==> src/slot_pool_allocator_unit_defines.svh <==
// Assertion macros used by the slot pool allocator RTL.
`ifndef SLOT_POOL_ALLOCATOR_UNIT_DEFINES_SVH
`define SLOT_POOL_ALLOCATOR_UNIT_DEFINES_SVH

// Condition that must hold at every clock edge outside reset.
`define SPA_CHECK(lbl, cond, msg) \
  lbl: assert property (@(posedge clk) disable iff (rst) (cond)) else $error(msg);

// Consequent that must hold in the same cycle as the antecedent.
`define SPA_IMPLY(lbl, ante, cons, msg) \
  lbl: assert property (@(posedge clk) disable iff (rst) (ante) |-> (cons)) else $error(msg);

// Consequent that must hold in the cycle after the antecedent.
`define SPA_NEXT(lbl, ante, cons, msg) \
  lbl: assert property (@(posedge clk) disable iff (rst) (ante) |=> (cons)) else $error(msg);

`endif

==> src/spa_pkg.sv <==
// Shared types and codes of the slot pool allocator.
package spa_pkg;

  localparam int ROW_W  = 16;
  localparam int ROW_PW = 4;

  localparam logic [1:0] OP_ADD  = 2'd0;
  localparam logic [1:0] OP_POP  = 2'd1;
  localparam logic [1:0] OP_READ = 2'd2;

  localparam logic [1:0] STAT_OK      = 2'd0;
  localparam logic [1:0] STAT_FULL    = 2'd1;
  localparam logic [1:0] STAT_INVALID = 2'd2;
  localparam logic [1:0] STAT_RANGE   = 2'd3;

  typedef struct packed {
    logic              found;
    logic [ROW_PW-1:0] pos;
  } scan_t;

endpackage

==> src/spa_ram.sv <==
// Generic simple dual-port RAM with one write port and a registered read port.
module spa_ram #(
  parameter int WIDTH = 32,
  parameter int DEPTH = 64,
  parameter int AW    = (DEPTH > 1) ? $clog2(DEPTH) : 1
) (
  input  logic             clk,
  input  logic             we,
  input  logic [AW-1:0]    waddr,
  input  logic [WIDTH-1:0] wdata,
  input  logic [AW-1:0]    raddr,
  output logic [WIDTH-1:0] rdata
);

  logic [WIDTH-1:0] mem [DEPTH];

  always_ff @(posedge clk) begin
    if (we) begin
      mem[waddr] <= wdata;
    end
    rdata <= mem[raddr];
  end

endmodule

==> src/spa_row_scan.sv <==
// Finds the lowest cleared valid bit of one row inside a window of positions.
module spa_row_scan (
  input  logic [spa_pkg::ROW_W-1:0]  row_bits,
  input  logic [spa_pkg::ROW_PW:0]   lo,
  input  logic [spa_pkg::ROW_PW:0]   hi,
  output spa_pkg::scan_t             res
);
  import spa_pkg::*;

  logic [ROW_W-1:0] cand;

  always_comb begin
    for (int i = 0; i < ROW_W; i++) begin
      cand[i] = !row_bits[i] && ((ROW_PW+1)'(i) >= lo) && ((ROW_PW+1)'(i) < hi);
    end
  end

  // Walk from the top down so the lowest candidate wins.
  always_comb begin
    res = '0;
    for (int i = ROW_W - 1; i >= 0; i--) begin
      if (cand[i]) begin
        res.found = 1'b1;
        res.pos   = ROW_PW'(i);
      end
    end
  end

endmodule

==> src/slot_pool_allocator_unit.sv <==
// Top level of the slot pool allocator: sequencer, valid-row and data memories.
//
//   channel   ports                                             handshake
//   request   op, slot, write_data                              start / busy
//   result    status, result_slot, read_data, live_count,       done (one cycle)
//             used_slots
//
// A request has a memory read, issued when it is accepted, then the check and write-back
// cycle in ST_RD; its result is strobed on done in the cycle after that.
// An add that fills a hole then searches for the next hole, one valid row of 16
// slots per cycle, and stays busy until a hole is found or the mark is reached.
// Valid rows are only trusted below the high-water mark, so reset needs no
// clearing pass; rst clears the counts and the sequencer.
// Results cannot be held off: done is high for exactly one cycle per request.
`include "slot_pool_allocator_unit_defines.svh"

module slot_pool_allocator_unit #(
  parameter int SLOTS      = 64,
  parameter int DATA_WIDTH = 32
) (
  input  logic        clk,
  input  logic        rst,
  input  logic        start,
  output logic        busy,
  input  logic [1:0]  op,
  input  logic [5:0]  slot,
  input  logic [31:0] write_data,
  output logic        done,
  output logic [1:0]  status,
  output logic [5:0]  result_slot,
  output logic [31:0] read_data,
  output logic [6:0]  live_count,
  output logic [6:0]  used_slots
);
  import spa_pkg::*;

  localparam int ROWS   = (SLOTS + ROW_W - 1) / ROW_W;
  localparam int ROW_AW = (ROWS > 1) ? $clog2(ROWS) : 1;
  localparam int XW     = ROW_AW + ROW_PW + 1;
  localparam int IDX_W  = $clog2(SLOTS);
  localparam int CNT_W  = $clog2(SLOTS + 1);

  localparam logic [1:0] ST_IDLE = 2'd0;
  localparam logic [1:0] ST_RD   = 2'd1;
  localparam logic [1:0] ST_SCAN = 2'd2;

  logic [1:0]            state, state_next;
  logic [CNT_W-1:0]      hw, hw_next;
  logic [CNT_W-1:0]      hole, hole_next;
  logic [CNT_W-1:0]      live, live_next;
  logic [1:0]            cur_op;
  logic [5:0]            cur_slot;
  logic [DATA_WIDTH-1:0] cur_wdata;
  logic [XW-1:0]         cur_tgt;
  logic [ROW_AW-1:0]     row, row_next;

  logic                  accept;
  logic [XW-1:0]         req_tgt;
  logic [ROW_AW-1:0]     req_row;
  logic [XW-1:0]         base_x, hw_x, found_x;
  logic [ROW_PW-1:0]     tgt_pos;
  logic [ROW_PW:0]       hi, lo;
  logic [ROW_W-1:0]      hi_mask, vrow, bit_sel;
  logic                  row_last;
  scan_t                 scan;

  logic                  v_we;
  logic [ROW_W-1:0]      v_wdata, v_rdata;
  logic [ROW_AW-1:0]     v_raddr;
  logic                  d_we;
  logic [DATA_WIDTH-1:0] d_rdata;

  logic                  done_next;
  logic [1:0]            res_status;
  logic [5:0]            res_slot;
  logic [31:0]           res_data;

  assign busy   = (state != ST_IDLE);
  assign accept = start && !busy;

  // An add targets the lowest hole, which equals the mark when there is none.
  assign req_tgt = (op == OP_ADD) ? XW'(hole) : XW'(slot);
  assign req_row = req_tgt[XW-2:ROW_PW];

  assign base_x   = XW'({row, {ROW_PW{1'b0}}});
  assign hw_x     = XW'(hw);
  assign tgt_pos  = cur_tgt[ROW_PW-1:0];
  assign found_x  = base_x + XW'(scan.pos);
  assign row_last = (base_x + XW'(ROW_W)) >= hw_x;
  assign bit_sel  = ROW_W'(1) << tgt_pos;

  // Positions of the current row that lie below the high-water mark.
  always_comb begin
    if (hw_x >= base_x + XW'(ROW_W)) begin
      hi = (ROW_PW+1)'(ROW_W);
    end else if (hw_x > base_x) begin
      hi = (ROW_PW+1)'(hw_x - base_x);
    end else begin
      hi = '0;
    end
  end

  always_comb begin
    for (int i = 0; i < ROW_W; i++) begin
      hi_mask[i] = (ROW_PW+1)'(i) < hi;
    end
  end

  // Bits at or above the mark were never written and are ignored.
  assign vrow = v_rdata & hi_mask;

  assign lo = (state == ST_RD) ? (ROW_PW+1)'({1'b0, tgt_pos} + 1'b1) : '0;

  spa_row_scan u_scan (
    .row_bits (vrow),
    .lo       (lo),
    .hi       (hi),
    .res      (scan)
  );

  assign v_raddr = (state == ST_IDLE) ? req_row : ROW_AW'(row + 1'b1);

  spa_ram #(
    .WIDTH (ROW_W),
    .DEPTH (ROWS)
  ) u_valid_ram (
    .clk   (clk),
    .we    (v_we),
    .waddr (row),
    .wdata (v_wdata),
    .raddr (v_raddr),
    .rdata (v_rdata)
  );

  spa_ram #(
    .WIDTH (DATA_WIDTH),
    .DEPTH (SLOTS)
  ) u_data_ram (
    .clk   (clk),
    .we    (d_we),
    .waddr (cur_tgt[IDX_W-1:0]),
    .wdata (cur_wdata),
    .raddr (req_tgt[IDX_W-1:0]),
    .rdata (d_rdata)
  );

  always_comb begin
    state_next = state;
    hw_next    = hw;
    hole_next  = hole;
    live_next  = live;
    row_next   = row;
    v_we       = 1'b0;
    v_wdata    = vrow;
    d_we       = 1'b0;
    done_next  = 1'b0;
    res_status = STAT_OK;
    res_slot   = cur_slot;
    res_data   = '0;
    unique case (state)
      ST_IDLE: begin
        if (accept) begin
          row_next   = req_row;
          state_next = ST_RD;
        end
      end
      ST_RD: begin
        done_next  = 1'b1;
        state_next = ST_IDLE;
        case (cur_op) inside
          OP_ADD: begin
            if (hole < hw) begin
              v_we      = 1'b1;
              v_wdata   = vrow | bit_sel;
              d_we      = 1'b1;
              live_next = CNT_W'(live + 1'b1);
              res_slot  = 6'(cur_tgt);
              if (scan.found) begin
                hole_next = CNT_W'(found_x);
              end else if (row_last) begin
                hole_next = hw;
              end else begin
                state_next = ST_SCAN;
                row_next   = ROW_AW'(row + 1'b1);
              end
            end else if (hw != CNT_W'(SLOTS)) begin
              v_we      = 1'b1;
              v_wdata   = vrow | bit_sel;
              d_we      = 1'b1;
              hw_next   = CNT_W'(hw + 1'b1);
              hole_next = CNT_W'(hw + 1'b1);
              live_next = CNT_W'(live + 1'b1);
              res_slot  = 6'(cur_tgt);
            end else begin
              res_status = STAT_FULL;
            end
          end
          OP_POP, OP_READ: begin
            if (cur_tgt >= hw_x) begin
              res_status = STAT_RANGE;
            end else if (!vrow[tgt_pos]) begin
              res_status = STAT_INVALID;
            end else if (cur_op == OP_POP) begin
              v_we      = 1'b1;
              v_wdata   = vrow & ~bit_sel;
              live_next = CNT_W'(live - 1'b1);
              if (cur_tgt < XW'(hole)) begin
                hole_next = CNT_W'(cur_tgt);
              end
            end else begin
              res_data = 32'(d_rdata);
            end
          end
          default: begin
            res_status = STAT_OK;
          end
        endcase
      end
      ST_SCAN: begin
        if (scan.found) begin
          hole_next  = CNT_W'(found_x);
          state_next = ST_IDLE;
        end else if (row_last) begin
          hole_next  = hw;
          state_next = ST_IDLE;
        end else begin
          row_next = ROW_AW'(row + 1'b1);
        end
      end
      default: begin
        state_next = ST_IDLE;
      end
    endcase
  end

  always_ff @(posedge clk) begin
    if (rst) begin
      state <= ST_IDLE;
      hw    <= '0;
      hole  <= '0;
      live  <= '0;
      done  <= 1'b0;
    end else begin
      state <= state_next;
      hw    <= hw_next;
      hole  <= hole_next;
      live  <= live_next;
      done  <= done_next;
    end
  end

  always_ff @(posedge clk) begin
    row <= row_next;
    if (accept) begin
      cur_op    <= op;
      cur_slot  <= slot;
      cur_wdata <= DATA_WIDTH'(write_data);
      cur_tgt   <= req_tgt;
    end
    if (done_next) begin
      status      <= res_status;
      result_slot <= res_slot;
      read_data   <= res_data;
      live_count  <= 7'(live_next);
      used_slots  <= 7'(hw_next);
    end
  end

  `SPA_CHECK(a_live_le_hw, live <= hw, "live count above high-water mark")
  `SPA_CHECK(a_hole_le_hw, hole <= hw, "hole pointer above high-water mark")
  `SPA_IMPLY(a_done_after_rd, done, $past(state) == ST_RD, "result without a check cycle")
  `SPA_NEXT(a_busy_after_accept, accept, busy, "request accepted but block not busy")

endmodule
==> config.mk <==
export PLATFORM = sky130hd
export DESIGN_NAME = slot_pool_allocator_unit
export DESIGN_NICKNAME = d
export VERILOG_FILES = /design/src/spa_pkg.sv /design/src/spa_ram.sv /design/src/spa_row_scan.sv /design/src/slot_pool_allocator_unit.sv
export VERILOG_INCLUDE_DIRS = /design/src /design/src/src
export SDC_FILE = /design/constraint.sdc
export NUM_CORES = 2
export LEC_CHECK = 0
export BUFFER_PORTS_ARGS = -buffer_cell sky130_fd_sc_hd__buf_2
export CAP_MARGIN = 20
export CORE_MARGIN = 4
export CORE_UTILIZATION = 60
export DETAILED_ROUTE_END_ITERATION = 10
export MAX_ROUTING_LAYER = met4
export PLACE_DENSITY = 0.75
export SYNTH_ARGS = -nofsm -noshare
export SYNTH_HDL_FRONTEND = slang
export SYNTH_SLANG_ARGS = --single-unit
export TNS_END_PERCENT = 10
==> constraint.sdc <==
create_clock -name clk -period 9.5 [get_ports clk]
set_clock_uncertainty 0.15 [all_clocks]
set_input_delay 0.475 -clock clk [delete_from_list [all_inputs] [get_ports clk]]
set_output_delay 0.475 -clock clk [all_outputs]
set_load 0.01 [all_outputs]
==> impl_metrics.ini <==
[detailed_routing]
detailed_routing_iteration_count_for_the_pre_antenna_repair_pass = 7
route.detailed.wl_per_inst_um = 29.3
drt-initial-drc-count = 10668
drc = 0
finalWirelength_um = 275000
route.antenna.remaining_nets = 0
via_per_inst = 6.59
total_via_count_after_detailed_routing = 61874

[power]
combinationalPowerShare_pct = 9.7
power_per_cell_area_mw_per_mm2 = 215
power.share.switching_pct = 25.2
seq_power_share_pct = 51.3
power.internal_mw = 16.5
vdd.ir_drop.worst_v = 0.000190
cellLeakagePower_nw = 34.7
clock_power_share_pct = 39.1
switchingPower_mw = 5.56
post-layout-total-power_mw = 22.0

[die]
boundaryPins = 99
die_height_um = 399
fp.dieArea_mm2 = 0.159
initial_core_utilization_pct = 60.4
fp-row-count = 143
fp.coreArea_mm2 = 0.152
die_boundary_width_um = 399

[synth]
ys_dominant_reg_cell = edfxtp_1
syn_nets = 7229
syn_area_mm2 = 0.0917
synth_edf_count = 2215
synth_top_cells_by_count = edfxtp_1 (2215), nand2_1 (2111), nand3_1 (1046)
ys_async_sr_fraction_pct = 0
synthTopCellsByArea = edfxtp_1 (73%), nand2_1 (8.6%), nand3_1 (5.7%)
synth_sequential_area_ratio_pct = 74.1
synth.avg_cell_area_um2 = 12.8
yosysTopAreaCell = edfxtp_1
synth_most_common_cell = edfxtp_1
ys_types = 78
synth-seq-cells = 2287
yosys_warnings = 0
netlist.area_leader.share_pct = 72.5
synthesis.instances = 7143

[layout]
n_fill_cell = 10253
share_of_cells_above_drive_strength_1_pct = 9.11
multiInputGateArea_mm2 = 0.0223
instances_no_fill = 9386
final_util_pct = 67.4
finish.instance_area_mm2 = 0.102
design.final.nets = 7239
area_growth_syn_to_layout_pct = 11.6
layout.area.seq_mm2 = 0.0680

[clock_tree]
total_cts_buffers = 218
buffers_inserted_by_post_cts_timing_repair = 0
cts_buffer_depth = 3
clk-insertion-delay-late_ps = 880
cts_hold_buffers = 42
cts_tree = built
clk_transition_reported_paths_ps = 70
cts.sinks = 2287
cts-resized-gates = 0
clock_tree.htree_level_count = 4
root_buffer = clkbuf_16

[global_route]
grt_pass1_wl_um = 392000
grt_overflow_total = 0
track_usage_pct = 35.0
first_global_vias = 57602
antenna_violations_before_repair = 24
pin_count_of_the_biggest_net_entering_global_routing = 184

[min_path]
hold-path-cell-count = 2
hold_path_end = cur_wdata[4]
timing.hold.worst.class = in -> reg
hold_path_startpoint = write_data[4]

[placement]
gp_congestion = 0.958
hpwlAfterDp_um = 153000
port_bufs = 98
area_after_detailed_placement_mm2 = 0.0946
post-place-cells = 8911

[worst_setup_path]
worstPathMaxFanout = 183
worstReg2RegStart = hole[1]
critical_path.endpoint_type = register
timing.critical_path.required_ps = 10140
critical_path_arrival_ps = 6300
setup.worst_path.start_class = register
critPathKind = reg -> reg
r2r_setup_slack_ps = 3840
r2r-end = u_data_ram.rdata[19]
r2r_cells = 11

[timing]
number_of_hold_violations_in_the_final_report = 0
timing.final.crit_share_pct = 59.6
final_critical_delay_including_setup_and_external_delays_ps = 5660
finalSetupTns_ps = 0
clock.fmax_mhz = 177
rsz0062_at_grt = no
drv_slew = 0
final_setup_vio_count = 0
worst_pin_slew_ps = 1190
slew_headroom_pct = 19.8

[run]
maxCapViolCount = 0

[run_status]
status = complete, no violations
[power by group through the flow]
| stage | combinational, mW | clock (mW) | sequential [mW] |
|---|---|---|---|
| after floorplan | 1.09 | 0 | 11.5 |
| after global placement | 2.02 | 0 | 11.5 |
| after detailed placement | 2.04 | 0 | 11.5 |
| after CTS | 2.06 | 8.60 | 11.3 |
| after global routing | 2.22 | 9.06 | 11.3 |
| final | 2.13 | 8.60 | 11.3 |
[worst max-delay path, stage by stage, from the launching register on]
cell and delay [ps]:
dfxtp_1 420, or3b_2 470, and2_4 320, inv_8 650, buf_12 490, buf_12 680
nand2_1 120, nand3_1 110, nand3_1 160, a311oi_1 880, a21oi_1 400, a21oi_1 300
[layout by cell type, fill, tap and decap left out, types with 16 or more instances in the layout]
master	Yosys	layout
a21oi_1	110	109
clkbuf_16	0	218
o21ai_0	39	39
and2_1	38	36
a31oi_1	44	44
buf_12	0	16
dfxtp_1	72	72
nor2b_1	19	19
ha_1	43	42
nand2_1	2111	2106
clkinv_2	0	40
dlygate4sd3_1	0	42
buf_2	12	100
a311oi_1	352	349
edfxtp_1	2215	2215
nor2_1	118	53
mux4_2	16	16
clkbuf_1	436	50
bufinv_16	0	16
nor3_1	61	60
inv_1	43	42
buf_4	0	109
nand3_1	1046	1045
and3_1	132	132
clkinv_1	2	50
nor2_4	0	64
[metal layers]
| metal | global-route usage, % | wire length, um |
|---|---|---|
| met2 | 51.1 | 124000 |
| met4 | 21.0 | 19800 |
| met5 | - | 0 |
| met1 | 44.4 | 95500 |
| met3 | 9.28 | 35500 |
[sequential cells by signal, indices dropped and copies added (netlist names), 6 cells and up]
register	count
u_valid_ram.rdata	16
cur_wdata	32
cur_slot	6
live	7
used_slots	7
read_data	32
hole	7
u_data_ram.rdata	32
u_data_ram.mem	2048
cur_tgt	7
live_count	7
u_valid_ram.mem	64
result_slot	6
hw	7
[cell type report]
| type | instances | share of cell area (%) |
|---|---|---|
| Sequential cell | 2287 | 66.4 |
| Clock buffer | 279 | 5.66 |
| Clock inverter | 130 | 1.27 |
| Timing Repair Buffer | 274 | 2.12 |
| Antenna cell | 14 | 0.0342 |
| Multi-Input combinational cell | 4324 | 21.8 |
| Inverter | 48 | 0.196 |
| Tap cell | 2030 | 2.48 |
[how the worst max path moves through the flow]
| stage | cells after the start | slack, ps | start | to |
|---|---|---|---|---|
| 2_1_floorplan | 7 | 4600 | state[1] | u_data_ram.mem[59][0] |
| 3_3_place_gp | 11 | 3680 | op[1] | u_data_ram.rdata[21] |
| 3_5_place_dp | 11 | 3560 | op[1] | u_data_ram.rdata[21] |
| 4_1_cts | 12 | 3930 | op[1] | u_data_ram.rdata[21] |
| 5_1_grt | 11 | 3630 | hole[1] | u_data_ram.rdata[20] |
| 6_report | 11 | 3840 | hole[1] | u_data_ram.rdata[19] |
[stage by stage]
step           setup slack [ps]  hold WS [ps]
2_1_floorplan              4600           332
3_3_place_gp               3680           310
3_5_place_dp               3560           295
4_1_cts                    3930           118
5_1_grt                    3630           146
6_report                   3840           154
[cell families (layout without fill, tap and decap cells)]
logic type / Yosys count / in the layout / share of synthesized area, %
other: 0 / 14 / 0
adders and majority gates: 43 / 43 / 0.587
AOI/OAI and AO/OA: 653 / 653 / 5.46
xor gates and xnor gates: 16 / 16 / 0.153
buffers and inverters: 532 / 731 / 2.20
and+or+nand+nor: 3576 / 3576 / 16.9
DFF: 2287 / 2287 / 74.1
muxes: 36 / 36 / 0.620
No activity file was read; power rests on OpenSTA's default activity.
